[src/bcgd_pkg.sv]
`default_nettype none

package bcgd_pkg;

    // Result codes carried on the event channel
    typedef enum logic [1:0] {
        EV_NONE        = 2'd0,
        EV_SINGLE      = 2'd1,
        EV_DOUBLE      = 2'd2,
        EV_LONG_PRESS  = 2'd3
    } event_code_t;

    // Configuration register indexes
    localparam int unsigned CFG_ADDR_W = 1;
    typedef logic [CFG_ADDR_W-1:0] cfg_addr_t;
    localparam cfg_addr_t CFG_LONG_PRESS   = 1'd0;
    localparam cfg_addr_t CFG_DOUBLE_CLICK = 1'd1;

    // Configuration register width and reset values
    localparam int unsigned CFG_DATA_W = 16;
    typedef logic [CFG_DATA_W-1:0] cfg_data_t;
    localparam cfg_data_t LONG_PRESS_RESET   = 16'd2000;
    localparam cfg_data_t DOUBLE_CLICK_RESET = 16'd300;

    // Button level encoding (active low)
    localparam logic LEVEL_PRESSED  = 1'b0;
    localparam logic LEVEL_RELEASED = 1'b1;

endpackage

`default_nettype wire

[src/bcgd_if.sv]
`default_nettype none

// Tick channel: one sampled button level per transaction
interface bcgd_tick_if;
    logic valid;
    logic ready;
    logic button_level;

    modport source (output valid, output button_level, input ready);
    modport sink   (input valid, input button_level, output ready);
endinterface

// Event channel: one result code per tick
interface bcgd_event_if;
    import bcgd_pkg::*;
    logic        valid;
    logic        ready;
    event_code_t event_code;

    modport source (output valid, output event_code, input ready);
    modport sink   (input valid, input event_code, output ready);
endinterface

// Configuration write channel
interface bcgd_cfg_if;
    import bcgd_pkg::*;
    logic      valid;
    logic      ready;
    cfg_addr_t addr;
    cfg_data_t data;

    modport source (output valid, output addr, output data, input ready);
    modport sink   (input valid, input addr, input data, output ready);
endinterface

`default_nettype wire

[src/button_click_gesture_detector_top.sv]
// Button gesture detector. Each tick transaction carries one millisecond
// sample of an active-low button and yields exactly one event transaction:
// none, single click, double click or long press. A long press is reported
// once when the hold reaches long_press_ticks; a short release pairs with a
// pending click within double_click_ticks (double click) or becomes the
// pending click, and a pending click older than the window reports a single
// click. The block takes one tick per clock cycle: the gesture state updates
// on acceptance and the result sits in an output register, so a new tick is
// accepted whenever that register is empty or being drained in the same
// cycle. Configuration writes (index 0 long_press_ticks, index 1
// double_click_ticks) are always accepted and should be made while idle.
// TIMER_BITS sets the width of the two saturating timers.
`default_nettype none

module button_click_gesture_detector_top
    import bcgd_pkg::*;
#(
    parameter int unsigned TIMER_BITS = 16
)(
    input  wire logic         clk,
    input  wire logic         rst_n,
    bcgd_tick_if.sink         tick,
    bcgd_event_if.source      evt,
    bcgd_cfg_if.sink          cfg
);

    // Compare width covers both the timers and the 16-bit limits
    localparam int unsigned CMP_W = (TIMER_BITS > CFG_DATA_W) ? TIMER_BITS : CFG_DATA_W;

    typedef logic [TIMER_BITS-1:0] timer_t;
    typedef logic [CMP_W-1:0]      cmp_t;

    // Configuration registers
    cfg_data_t long_press_ticks_reg;
    cfg_data_t double_click_ticks_reg;

    // Gesture state
    logic   prev_level_reg, prev_level_next;
    timer_t press_age_reg, press_age_next;
    logic   long_done_reg, long_done_next;
    logic   click_pending_reg, click_pending_next;
    timer_t gap_age_reg, gap_age_next;

    // Output register
    logic        evt_valid_reg;
    event_code_t event_code_reg;
    event_code_t event_code_next;

    logic tick_accept;
    logic expired;
    logic press_edge;
    logic release_edge;
    cmp_t long_limit;
    cmp_t gap_limit;

    assign cfg.ready   = 1'b1;
    assign tick.ready  = !evt_valid_reg || evt.ready;
    assign tick_accept = tick.valid && tick.ready;
    assign evt.valid      = evt_valid_reg;
    assign evt.event_code = event_code_reg;

    assign long_limit = cmp_t'(long_press_ticks_reg);
    assign gap_limit  = cmp_t'(double_click_ticks_reg);

    // Configuration writes
    always_ff @(posedge clk or negedge rst_n)
    begin
        if (!rst_n)
        begin
            long_press_ticks_reg   <= LONG_PRESS_RESET;
            double_click_ticks_reg <= DOUBLE_CLICK_RESET;
        end
        else if (cfg.valid && cfg.ready)
        begin
            unique case (cfg.addr)
                CFG_LONG_PRESS:   long_press_ticks_reg   <= cfg.data;
                CFG_DOUBLE_CLICK: double_click_ticks_reg <= cfg.data;
                default:          ;
            endcase
        end
    end

    // One tick of gesture logic
    always_comb
    begin
        prev_level_next    = tick.button_level;
        long_done_next     = long_done_reg;
        click_pending_next = click_pending_reg;
        event_code_next    = EV_NONE;

        // Saturating timers advance first
        press_age_next = press_age_reg;
        if (prev_level_reg == LEVEL_PRESSED && press_age_reg != '1)
            press_age_next = press_age_reg + 1'b1;
        gap_age_next = gap_age_reg;
        if (click_pending_reg && gap_age_reg != '1)
            gap_age_next = gap_age_reg + 1'b1;
        expired = click_pending_reg && (cmp_t'(gap_age_next) > gap_limit);

        press_edge   = (tick.button_level == LEVEL_PRESSED) && (prev_level_reg == LEVEL_RELEASED);
        release_edge = (tick.button_level == LEVEL_RELEASED) && (prev_level_reg == LEVEL_PRESSED);

        if (press_edge)
        begin
            press_age_next = '0;
            long_done_next = 1'b0;
        end

        // Release: late long press, double click, or new pending click
        if (release_edge && !long_done_next)
        begin
            if (cmp_t'(press_age_next) >= long_limit)
            begin
                event_code_next = EV_LONG_PRESS;
                long_done_next  = 1'b1;
            end
            else if (click_pending_reg && !expired)
            begin
                event_code_next    = EV_DOUBLE;
                click_pending_next = 1'b0;
                gap_age_next       = '0;
            end
            else
            begin
                if (click_pending_reg)
                    event_code_next = EV_SINGLE;
                click_pending_next = 1'b1;
                gap_age_next       = '0;
            end
        end

        // Hold reaching the limit
        if (tick.button_level == LEVEL_PRESSED && !long_done_next
            && cmp_t'(press_age_next) >= long_limit)
        begin
            event_code_next = EV_LONG_PRESS;
            long_done_next  = 1'b1;
        end

        // Pending click timed out, reported only when nothing else fired
        if (event_code_next == EV_NONE && click_pending_next
            && cmp_t'(gap_age_next) > gap_limit)
        begin
            event_code_next    = EV_SINGLE;
            click_pending_next = 1'b0;
            gap_age_next       = '0;
        end
    end

    // State update on each tick transaction
    always_ff @(posedge clk or negedge rst_n)
    begin
        if (!rst_n)
        begin
            prev_level_reg    <= LEVEL_RELEASED;
            press_age_reg     <= '0;
            long_done_reg     <= 1'b0;
            click_pending_reg <= 1'b0;
            gap_age_reg       <= '0;
        end
        else if (tick_accept)
        begin
            prev_level_reg    <= prev_level_next;
            press_age_reg     <= press_age_next;
            long_done_reg     <= long_done_next;
            click_pending_reg <= click_pending_next;
            gap_age_reg       <= gap_age_next;
        end
    end

    // Output register valid
    always_ff @(posedge clk or negedge rst_n)
    begin
        if (!rst_n)
            evt_valid_reg <= 1'b0;
        else if (tick_accept)
            evt_valid_reg <= 1'b1;
        else if (evt.ready)
            evt_valid_reg <= 1'b0;
    end

    // Output register payload
    always_ff @(posedge clk)
    begin
        if (tick_accept)
            event_code_reg <= event_code_next;
    end

endmodule

`default_nettype wire

[src/flat_wrapper.sv]
// flat-port wrapper written by rule: the top's interface ports become plain ports
module button_click_gesture_detector_top_flat import bcgd_pkg::*;
#(
    parameter int unsigned TIMER_BITS = 16
)
  (clk, rst_n, tick_valid, tick_button_level, tick_ready, evt_valid, evt_event_code, evt_ready, cfg_valid, cfg_addr, cfg_data, cfg_ready);
  bcgd_tick_if tick_i ();
  bcgd_event_if evt_i ();
  bcgd_cfg_if cfg_i ();
  input  wire logic clk;
  input  wire logic rst_n;
  input wire logic [$bits(tick_i.valid)-1:0] tick_valid;
  input wire logic [$bits(tick_i.button_level)-1:0] tick_button_level;
  output wire logic [$bits(tick_i.ready)-1:0] tick_ready;
  output wire logic [$bits(evt_i.valid)-1:0] evt_valid;
  output wire logic [$bits(evt_i.event_code)-1:0] evt_event_code;
  input wire logic [$bits(evt_i.ready)-1:0] evt_ready;
  input wire logic [$bits(cfg_i.valid)-1:0] cfg_valid;
  input wire logic [$bits(cfg_i.addr)-1:0] cfg_addr;
  input wire logic [$bits(cfg_i.data)-1:0] cfg_data;
  output wire logic [$bits(cfg_i.ready)-1:0] cfg_ready;
  assign tick_i.valid = tick_valid;
  assign tick_i.button_level = tick_button_level;
  assign tick_ready = tick_i.ready;
  assign evt_valid = evt_i.valid;
  assign evt_event_code = evt_i.event_code;
  assign evt_i.ready = evt_ready;
  assign cfg_i.valid = cfg_valid;
  assign cfg_i.addr = cfg_addr;
  assign cfg_i.data = cfg_data;
  assign cfg_ready = cfg_i.ready;
  button_click_gesture_detector_top #(.TIMER_BITS(TIMER_BITS)) u_core (.clk(clk), .rst_n(rst_n), .tick(tick_i), .evt(evt_i), .cfg(cfg_i));
endmodule
[config.mk]
export PLATFORM = sky130hd
export DESIGN_NAME = button_click_gesture_detector_top_flat
export DESIGN_NICKNAME = d
export VERILOG_FILES = /design/src/bcgd_pkg.sv /design/src/bcgd_if.sv /design/src/button_click_gesture_detector_top.sv /design/src/flat_wrapper.sv
export SDC_FILE = /design/constraint.sdc
export NUM_CORES = 1
export LEC_CHECK = 0
export BUFFER_PORTS_ARGS = -buffer_cell sky130_fd_sc_hd__buf_2
export CAP_MARGIN = 10
export CORE_MARGIN = 5
export CORE_UTILIZATION = 55
export CTS_CLUSTER_SIZE = 30
export DETAILED_ROUTE_END_ITERATION = 12
export PLACE_DENSITY = 0.73
export SLEW_MARGIN = 5
export SYNTH_ARGS = -nofsm -noshare
export SYNTH_HDL_FRONTEND = slang
export SYNTH_SLANG_ARGS = --single-unit
[constraint.sdc]
create_clock -name clk -period 12.2 [get_ports clk]
set_clock_uncertainty 0.05 [all_clocks]
set_input_delay 2.44 -clock clk [delete_from_list [all_inputs] [get_ports clk]]
set_output_delay 2.44 -clock clk [all_outputs]
set_load 0.01 [all_outputs]
==> results of run 1 <==
-- worst register-to-register path, cell delays in order (launching register included) --
cell and delay, ns:
dfrtp_1 0.44, ha_1 0.27, and2_1 0.17, and4_1 0.30, nor4b_4 0.36, and2_4 0.23, and3_4 0.20, xnor2_1 0.13
nor2_1 0.08, ha_1 0.32, a211oi_1 0.25, nor2_1 0.08, a2111oi_2 0.43, o21a_2 0.27, nand3_1 0.39, and2_1 0.30
ha_1 0.30, a41oi_1 0.18, o21ai_1 0.09, a221o_1 0.36, o31a_1 0.34, o211ai_2 0.21, nand2_4 0.21, o31ai_1 0.26
-- cells by family after synthesis --
group | Yosys count
AOI/OAI and AO/OA | 121
muxes | 21
and+or+nand+nor | 201
xor gates and xnor gates | 28
DFF | 70
buffers and inverters | 69
other | 1
adders and majority gates | 50
-- cell type report --
class                           instances  area, sq um  share of cell area
Clock inverter                          7        80.08             0.01478
Clock buffer                            9        123.9             0.02287
Sequential cell                        70         1775              0.3278
Tap cell                              108        135.1             0.02495
Multi-Input combinational cell        422         2969              0.5482
Timing Repair Buffer                   30        160.2             0.02957
Inverter                               46        172.7             0.03188
-- power by group through the flow --
stage	logic (mW)	clock network [mW]	registers (mW)
after CTS	0.234	0.199	0.302
after global placement	0.221	0	0.305
after floorplan	0.180	0	0.293
final	0.233	0.195	0.303
after global routing	0.267	0.211	0.308
after detailed placement	0.231	0	0.306
-- metal layers --
metal | vias up | track usage | part of all wire
met1 | 1988 | 0.2655 | 0.43
met4 | 0 | 0.07216 | 0.021
met3 | 22 | 0.03301 | 0.043
met5 | - | 0 | 0
met2 | 110 | 0.3834 | 0.51
li1 | 2018 | - | -
-- worst max path at each step --
stage                            startpoint                                     end  slack (ns)  cells after the start
final                     tick_button_level       u_core.gap_age_reg[8]$_DFFE_PN0P_        5.27                     19
after global routing      tick_button_level       u_core.gap_age_reg[1]$_DFFE_PN0P_        4.93                     19
after CTS                 tick_button_level       u_core.gap_age_reg[1]$_DFFE_PN0P_        5.30                     19
after detailed placement  tick_button_level       u_core.gap_age_reg[1]$_DFFE_PN0P_        4.94                     19
after global placement    tick_button_level      u_core.gap_age_reg[14]$_DFFE_PN0P_        5.11                     19
after floorplan           tick_button_level  u_core.evt.event_code[0]$_SDFFCE_PP1P_        5.27                     20
-- cells in the final DEF, fill, tap and decap left out, types with 4 or more instances in the layout --
| cell | count |
|---|---|
| a31oi_1 | 9 |
| and4_1 | 12 |
| buf_4 | 4 |
| a21oi_1 | 20 |
| nand3_1 | 12 |
| clkbuf_8 | 9 |
| xnor2_1 | 18 |
| and2_1 | 8 |
| mux2_2 | 17 |
| nor2_1 | 40 |
| buf_2 | 26 |
| a21o_1 | 6 |
| inv_1 | 46 |
| o21ai_0 | 43 |
| nor2b_1 | 8 |
| nand2b_1 | 5 |
| ha_1 | 50 |
| and3_1 | 11 |
| dfstp_2 | 11 |
| mux2i_1 | 4 |
| nand4_1 | 16 |
| o31ai_1 | 16 |
| nand2_1 | 67 |
| xor2_1 | 10 |
| dfrtp_1 | 57 |
==> flow_metrics.py, run 1 <==
metrics = {
    "worst_setup_path": {
        "critPathLaunchType": "input pin",
        "r2r-start": "u_core.press_age_reg[0]$_DFFE_PN0P_",
        "cpLargestDelayFamily": "compound AO/OA/AOI/OAI gates",
        "worstSetupEndpointType": "register",
        "cp_common_cell": "ha_1",
        "crit_type": "input pin to register",
        "crit_path_max_incr_delay_ns": 0.52,
        "r2r_slack_ns": 5.85,
        "path_cells": "buf_2 > nor2b_2 > buf_4 > nor2_1 > ha_1 > a21oi_1 > o21ai_0 > a2111oi_2 > o21a_2 > nand3_1 > and2_1 > ha_1 > a41oi_1 > o21ai_1 > a221o_1 > o31a_1 > o211ai_2 > nand2_4 > o31ai_1",
        "rr_endpoint": "u_core.gap_age_reg[8]$_DFFE_PN0P_",
        "cpMaxStageDelayCell": "a2111oi_2",
        "path_max_fanout": 33,
        "required_ns": 12.40,
        "r2r_cells": 23,
        "critPathBufInv": 2,
        "worstPathArrival_ns": 7.13,
    },
    "sta": {
        "hold_viol_final": 0,
        "worst_pin_slew_ns": 0.8688,
        "final_max_slew_viol_count": 0,
        "whs_ns": 0.4612,
        "fin_crit_ns": 6.930,
        "setup_viol": 0,
        "relSlewSlack": 0.4208,
        "rsz0062_at_grt": "no",
        "timing.final.crit_share": 0.5680,
        "setup_tns_ns": 0,
        "layout_setup_ws_ns": 5.270,
        "timing.fmax_mhz": 144.3,
    },
    "power_and_ir_drop": {
        "switchingPower_mw": 0.2694,
        "p_clk_frac": 0.267,
        "pwr-share-comb": 0.318,
        "p_int_mw": 0.4614,
        "irDropWorstVdd_v": 0.00005655,
        "p_seq_frac": 0.415,
        "p_per_area_nw_per_um2": 134.9,
        "switching_share": 0.3686,
        "p_total_mw": 0.7308,
        "leakagePower_nw": 2.570,
    },
    "clocking": {
        "cts_buffer_depth": 2,
        "clk_pin_slew_ns": 0.08,
        "cts.repair.resized": 0,
        "clkSinkCount": 70,
        "root_buffer": "clkbuf_8",
        "htreeDepth": 3,
        "cts_setup_buffers": 0,
        "holdBufCountCts": 0,
        "cts_buffers": 9,
        "clkLatencyLatePin_ns": 0.35,
        "cts_tree": "done",
    },
    "die": {
        "rows": 34,
        "die_area_sq_um": 11160,
        "die_w_um": 105.6,
        "coreArea_sq_um": 8806,
        "io_pins": 28,
        "start_util": 0.5710,
        "dieHeight_um": 105.6,
    },
    "route": {
        "ant_nets": 0,
        "drc": 0,
        "vias_per_cell": 5.980,
        "firstDrtPassIters": 4,
        "post_drt_wl_per_cell_um": 16.68,
        "wirelength_um": 11540,
        "initialDrtViolationCount": 185,
        "vias": 4138,
    },
    "yosys": {
        "yosysSeqAreaShare": 0.3531,
        "synth.top_cell.area_share": 0.2837,
        "synth_top_family_by_area": "simple AND/OR/NAND/NOR gates",
        "synth_compound_area_frac": 0.1553,
        "synthAdderAreaFrac": 0.1244,
        "netlist_area_sq_um": 5029,
        "ys.flop_type": "dfrtp_1",
        "synth_nets": 634,
        "yosysUniqueCellTypes": 63,
        "synth_edf_count": 2,
        "synth.most_common_cell": "nand2_1",
        "yosys_register_bits": 70,
        "synth_xor_area_frac": 0.04877,
        "synth_warnings": 0,
        "syn_avg_cell_area_sq_um": 8.964,
        "synth-simple-area-share": 0.2147,
        "synth.top_cells.by_count": "67 x nand2_1, 57 x dfrtp_1, 50 x ha_1",
        "synth-async-reset-ratio": 0.9714,
        "yosysTopAreaCell": "dfrtp_1",
        "synth_mux_area_frac": 0.04603,
        "syn_inst": 561,
        "synth_area_leaders": "dfrtp_1 28%, ha_1 12%, dfstp_2 5.7%",
    },
    "hold_path": {
        "min-delay-start": "u_core.double_click_ticks_reg[6]$_DFFE_PN0P_",
        "hold_path_end": "u_core.double_click_ticks_reg[6]$_DFFE_PN0P_",
        "hp-class": "register to register",
        "whs_path_depth": 1,
    },
    "placement": {
        "io_buffers": 26,
        "placedCellCount": 676,
        "place_area_sq_um": 5213,
        "gp_congestion": 0.8843,
        "hpwlAfterDp_um": 8644,
        "preCtsSetupSlack_ns": 4.942,
    },
    "finish": {
        "final_nets": 652,
        "finalInstanceArea_sq_um": 5416,
        "layout.cells.non_filler": 692,
        "area_growth_pct": 7.713,
        "drive_gt1_frac": 0.1575,
        "nFillCells": 729,
        "finalCoreUtilization": 0.6151,
        "n_antenna_cell": 0,
    },
    "grt": {
        "grt_pass1_vias": 4125,
        "grt_max_degree": 69,
        "antenna_found_initial": 0,
        "gr-usage-all-layers": 0.2150,
        "grt_overflow": 0,
        "grt_pass1_wl_um": 19580,
    },
    "run_status": {
        "status": "completed",
    },
    "flow_run": {
        "drv_cap": 0,
    },
}
Note: power is estimated with default switching activity, not from simulation.
==> run 2: changes to the inputs <==
PLACE_DENSITY = 0.76   (was 0.73)
clock period = 6.15 ns   (was 12.2 ns; I/O delays follow)
==> flow_metrics.py, run 2 (same netlist as run 1, synthesis figures left out) <==
metrics = {
    "worst_setup_path": {
        "rr_endpoint": "u_core.gap_age_reg[10]$_DFFE_PN0P_",
        "critPathLaunchType": "register",
        "path_cells": "ha_1 > and2_1 > and4_1 > nor4b_4 > and2_4 > and3_4 > xnor2_1 > nor2_1 > ha_1 > a211oi_1 > nor2_1 > a2111oi_4 > o21a_2 > nand3_1 > buf_4 > and2_1 > ha_1 > and4_1 > and4_1 > a21boi_0 > o31a_1 > o211ai_2 > nand2_4 > o31ai_1",
        "path_max_fanout": 13,
        "worstSetupEndpointType": "register",
        "r2r_cells": 24,
        "r2r_slack_ns": 0.36,
        "crit_type": "register to register",
        "crit_path_max_incr_delay_ns": 0.44,
        "cpMaxStageDelayCell": "dfrtp_1",
        "r2r-start": "u_core.press_age_reg[0]$_DFFE_PN0P_",
        "cpLargestDelayFamily": "simple AND/OR/NAND/NOR gates",
        "critPathBufInv": 1,
        "required_ns": 6.36,
        "worstPathArrival_ns": 6.00,
    },
    "power_and_ir_drop": {
        "irDropWorstVdd_v": 0.0001405,
        "p_per_area_nw_per_um2": 262.7,
        "leakagePower_nw": 2.594,
    },
    "clocking": {
        "holdBufCountCts": 0,
        "clk_pin_slew_ns": 0.08,
        "cts_setup_buffers": 0,
        "root_buffer": "clkbuf_8",
        "htreeDepth": 3,
        "cts_tree": "done",
        "cts_buffer_depth": 2,
        "clkSinkCount": 70,
        "cts_buffers": 9,
        "cts.repair.resized": 0,
        "clkLatencyLatePin_ns": 0.36,
    },
    "sta": {
        "relSlewSlack": 0.4222,
        "whs_ns": 0.4602,
        "setup_tns_ns": 0,
        "fin_crit_ns": 5.791,
        "timing.fmax_mhz": 172.7,
        "rsz0062_at_grt": "no",
        "timing.final.crit_share": 0.9416,
        "worst_pin_slew_ns": 0.8667,
        "final_max_slew_viol_count": 0,
        "hold_viol_final": 0,
        "setup_viol": 0,
    },
    "route": {
        "ant_nets": 0,
        "wirelength_um": 11910,
        "vias": 4169,
        "post_drt_wl_per_cell_um": 17.10,
        "vias_per_cell": 5.990,
        "drc": 0,
        "firstDrtPassIters": 5,
        "initialDrtViolationCount": 215,
    },
    "grt": {
        "grt_max_degree": 69,
        "grt_pass1_wl_um": 20020,
        "grt_overflow": 0,
        "grt_pass1_vias": 4137,
        "antenna_found_initial": 0,
        "gr-usage-all-layers": 0.2214,
    },
    "placement": {
        "gp_congestion": 0.8902,
        "placedCellCount": 680,
        "hpwlAfterDp_um": 8994,
        "io_buffers": 26,
    },
    "die": {
        "start_util": 0.5710,
        "die_area_sq_um": 11160,
        "rows": 34,
        "io_pins": 28,
        "die_w_um": 105.6,
        "coreArea_sq_um": 8806,
        "dieHeight_um": 105.6,
    },
    "finish": {
        "finalCoreUtilization": 0.6188,
        "final_common_cell": "nand2_1",
        "final_nets": 656,
        "final_cell_mix": "67 x nand2_1, 57 x dfrtp_1, 50 x ha_1, 46 x inv_1, 43 x o21ai_0",
        "layout.cells.non_filler": 696,
        "n_antenna_cell": 0,
        "drive_gt1_frac": 0.1650,
        "nFillCells": 730,
        "area_growth_pct": 8.360,
    },
    "run_status": {
        "status": "completed",
    },
    "hold_path": {
        "hp-class": "register to register",
        "hold_path_end": "u_core.double_click_ticks_reg[15]$_DFFE_PN0P_",
        "whs_path_depth": 1,
        "min-delay-start": "u_core.double_click_ticks_reg[15]$_DFFE_PN0P_",
    },
    "flow_run": {
        "drv_cap": 0,
    },
}
run 2: metal layers:
metal  track usage  part of all wire  routed length [um]
met1        0.2770              0.43                5115
met2        0.3793              0.49                5867
met3       0.03362             0.045                 538
met4       0.09806             0.032                 384
met5             0                 0                   0
run 2: worst max-delay path by stage:
stage	startpoint	end	slack (ns)	cells past startpoint
2_1_floorplan	tick_button_level	u_core.evt.event_code[0]$_SDFFCE_PP1P_	0.43	20
3_3_place_gp	u_core.press_age_reg[0]$_DFFE_PN0P_	u_core.evt.event_code[0]$_SDFFCE_PP1P_	0.49	22
3_5_place_dp	u_core.press_age_reg[0]$_DFFE_PN0P_	u_core.gap_age_reg[10]$_DFFE_PN0P_	0.30	22
4_1_cts	u_core.press_age_reg[0]$_DFFE_PN0P_	u_core.gap_age_reg[10]$_DFFE_PN0P_	0.27	22
5_1_grt	u_core.press_age_reg[0]$_DFFE_PN0P_	u_core.gap_age_reg[10]$_DFFE_PN0P_	0.05	24
6_report	u_core.press_age_reg[0]$_DFFE_PN0P_	u_core.gap_age_reg[10]$_DFFE_PN0P_	0.36	24
run 2: area by class of cell:
| cell class | count | area [sq um] | share of cell area |
|---|---|---|---|
| multi-input combinational | 422 | 2983 | 0.5474 |
| sequential | 70 | 1775 | 0.3258 |
| tap | 108 | 135.1 | 0.02480 |
| inverter | 46 | 172.7 | 0.03169 |
| clock inverter | 6 | 43.79 | 0.008037 |
| timing repair buffer | 34 | 190.2 | 0.03490 |
| clock buffer | 10 | 148.9 | 0.02732 |
run 2: report_power, final:
part / internal (mW) / switching [mW] / total (mW)
combinational: 0.195 / 0.273 / 0.467
clock: 0.172 / 0.188 / 0.361
sequential: 0.532 / 0.0716 / 0.603
total: 0.899 / 0.533 / 1.43
run 2: stage by stage:
stage | setup WS, ns | cell area, sq um | power [mW]
finish | 0.3589 | 5449 | 1.431
global route | 0.05358 | 5449 | 1.536
CTS | 0.2668 | 5435 | 1.436
detailed placement | 0.2952 | 5243 | 1.071
global placement | 0.4873 | 5243 | 1.046
floorplan | 0.4314 | 5029 | 0.9369
==> run 3: changes to the inputs <==
==> constraint.sdc (replaced) <==
create_clock -name clk -period 6.15 [get_ports clk]
set_clock_uncertainty 0.05 [all_clocks]
set_input_delay 0.3075 -clock clk [delete_from_list [all_inputs] [get_ports clk]]
set_output_delay 0.3075 -clock clk [all_outputs]
set_load 0.01 [all_outputs]
==> flow_metrics.py, run 3 (same netlist as run 1, synthesis figures left out) <==
metrics = {
    "run_status": {
        "status": "completed",
    },
    "worst_setup_path": {
        "worstPathArrival_ns": 5.95,
        "crit_type": "register to register",
        "critPathLaunchType": "register",
        "path_cells": "ha_1 > and2_1 > and4_1 > nor4b_4 > and2_4 > and3_4 > xnor2_1 > nor2_1 > ha_1 > a211oi_1 > nor2_1 > a2111oi_4 > o21a_2 > nand3_2 > and2_1 > ha_1 > a41oi_1 > o21ai_1 > a221o_1 > o31a_1 > o21ai_0 > nor2_1 > a211o_1",
        "worstSetupEndpointType": "register",
        "cpMaxStageDelayCell": "dfrtp_1",
        "cpLargestDelayFamily": "compound AO/OA/AOI/OAI gates",
        "crit_path_max_incr_delay_ns": 0.43,
        "critPathBufInv": 0,
        "path_max_fanout": 6,
        "required_ns": 6.21,
    },
    "die": {
        "coreArea_sq_um": 8806,
        "dieHeight_um": 105.6,
        "die_w_um": 105.6,
        "die_area_sq_um": 11160,
        "start_util": 0.5710,
        "io_pins": 28,
        "rows": 34,
    },
    "sta": {
        "setup_viol": 0,
        "relSlewSlack": 0.4345,
        "timing.fmax_mhz": 169.8,
        "layout_setup_ws_ns": 0.2619,
        "setup_tns_ns": 0,
        "hold_viol_final": 0,
        "timing.final.crit_share": 0.9574,
        "final_max_slew_viol_count": 0,
        "fin_crit_ns": 5.888,
        "worst_pin_slew_ns": 0.8483,
    },
    "finish": {
        "nFillCells": 750,
        "final_cell_mix": "67 x nand2_1, 57 x dfrtp_1, 50 x ha_1, 46 x inv_1, 43 x o21ai_0",
        "area_growth_pct": 9.007,
        "drive_gt1_frac": 0.1681,
        "final_common_cell": "nand2_1",
        "seqCellArea_sq_um": 1775,
        "multi_input_area_sq_um": 3003,
        "n_antenna_cell": 0,
        "final_nets": 657,
    },
    "clocking": {
        "clkSinkCount": 70,
        "root_buffer": "clkbuf_8",
        "htreeDepth": 3,
        "cts_buffer_depth": 2,
        "clkLatencyLatePin_ns": 0.35,
        "clk_pin_slew_ns": 0.08,
        "cts_buffers": 9,
        "holdBufCountCts": 0,
        "cts_tree": "done",
    },
    "power_and_ir_drop": {
        "switching_share": 0.3679,
        "switchingPower_mw": 0.5410,
        "leakagePower_nw": 2.616,
        "p_clk_frac": 0.269,
        "p_int_mw": 0.9293,
        "pwr-share-comb": 0.321,
        "irDropWorstVdd_v": 0.0001337,
        "p_per_area_nw_per_um2": 268.2,
        "p_seq_frac": 0.410,
    },
    "placement": {
        "gp_congestion": 0.8499,
        "hpwlAfterDp_um": 8935,
        "preCtsSetupSlack_ns": 0.1879,
        "io_buffers": 26,
    },
    "route": {
        "vias_per_cell": 5.981,
        "drc": 0,
        "post_drt_wl_per_cell_um": 17.13,
        "wirelength_um": 11940,
        "vias": 4169,
        "initialDrtViolationCount": 207,
        "firstDrtPassIters": 4,
        "ant_nets": 0,
    },
    "grt": {
        "grt_max_degree": 69,
        "grt_overflow": 0,
        "grt_pass1_vias": 4161,
        "antenna_found_initial": 0,
        "gr-usage-all-layers": 0.2211,
        "grt_pass1_wl_um": 19900,
    },
    "flow_run": {
        "drv_cap": 0,
    },
    "hold_path": {
        "hp-class": "input pin to asynchronous set/reset pin",
    },
}
[run 3: changes by cell type in the layout (fill, tap and decap cells not counted), sizes merged]
cell	before	now
clkinv	4	2
bufinv	0	1
nand2	68	69
clkinvlp	1	0
inv	47	49
[run 3: worst register-to-register path, cell delays in order, from the launching register on]
cell and delay (ns):
dfrtp_1 0.43, ha_1 0.26, and2_1 0.16, and4_1 0.30, nor4b_4 0.36, and2_4 0.23
and3_4 0.20, xnor2_1 0.11, nor2_1 0.06, ha_1 0.33, a211oi_1 0.25, nor2_1 0.13
a2111oi_4 0.41, o21a_2 0.29, nand3_2 0.16, and2_1 0.18, ha_1 0.30, a41oi_1 0.20
o21ai_1 0.09, a221o_1 0.35, o31a_1 0.34, o21ai_0 0.13, nor2_1 0.08, a211o_1 0.26
[run 3: layer usage]
layer / part of all wire / global-route usage / vias up / routed length, um
li1: - / - / 2034 / -
met4: 0.041 / 0.09621 / 0 / 485
met3: 0.041 / 0.04523 / 36 / 492
met2: 0.50 / 0.3780 / 89 / 5966
met5: 0 / 0 / - / 0
met1: 0.42 / 0.2708 / 2010 / 4992
[run 3: what timing repair did]
action	CTS	global route
hold endpoints to repair	0	0
resized for setup	0	4
endpoints found under the setup margin	0	16
buffers inserted	0	2
[run 3: layout make-up]
class,count,area share
multi-input cells,423,0.5478
clock inverters,6,0.01233
clock buffers,10,0.02511
inverters,46,0.03150
flip-flops and latches,70,0.3239
well taps,108,0.02465
repair buffers,34,0.03470
[run 3: power groups by stage]
stage	sequential, mW	clock (mW)	combinational, mW
4_1_cts	0.600	0.404	0.467
2_1_floorplan	0.580	0	0.357
5_1_grt	0.611	0.426	0.534
6_report	0.602	0.395	0.473
3_3_place_gp	0.605	0	0.434
3_5_place_dp	0.609	0	0.463
[run 3: stage by stage]
| stage | power (mW) | util | instance area, sq um | instances | hold slack (ns) |
|---|---|---|---|---|---|
| final | 1.470 | 0.6225 | 5482 | 697 | 0.09385 |
| after global routing | 1.571 | 0.6225 | 5482 | 697 | 0.1364 |
| after CTS | 1.471 | 0.6169 | 5433 | 694 | 0.1005 |
| after detailed placement | 1.072 | 0.5936 | 5228 | 678 | 0.4432 |
| after global placement | 1.038 | 0.5936 | 5228 | 678 | 0.4396 |
| after floorplan | 0.9369 | - | 5029 | 561 | -0.03809 |
[run 3: final timing paths]
path / start / to / slack, ns / cells past startpoint
worst max-delay path: u_core.press_age_reg[0]$_DFFE_PN0P_ / u_core.evt.event_code[0]$_SDFFCE_PP1P_ / 0.26 / 23
worst min-delay path: rst_n / u_core.double_click_ticks_reg[6]$_DFFE_PN0P_ / 0.09 / 2
worst max register to register: u_core.press_age_reg[0]$_DFFE_PN0P_ / u_core.evt.event_code[0]$_SDFFCE_PP1P_ / 0.26 / 23
worst min register to register: u_core.double_click_ticks_reg[9]$_DFFE_PN0P_ / u_core.double_click_ticks_reg[9]$_DFFE_PN0P_ / 0.46 / 1
max in group asynchronous: rst_n / u_core.long_limit[1]$_DFFE_PN0P_ / 5.40 / 2
min in group clk: tick_valid / u_core.evt.valid$_DFFE_PN0P_ / 0.11 / 2
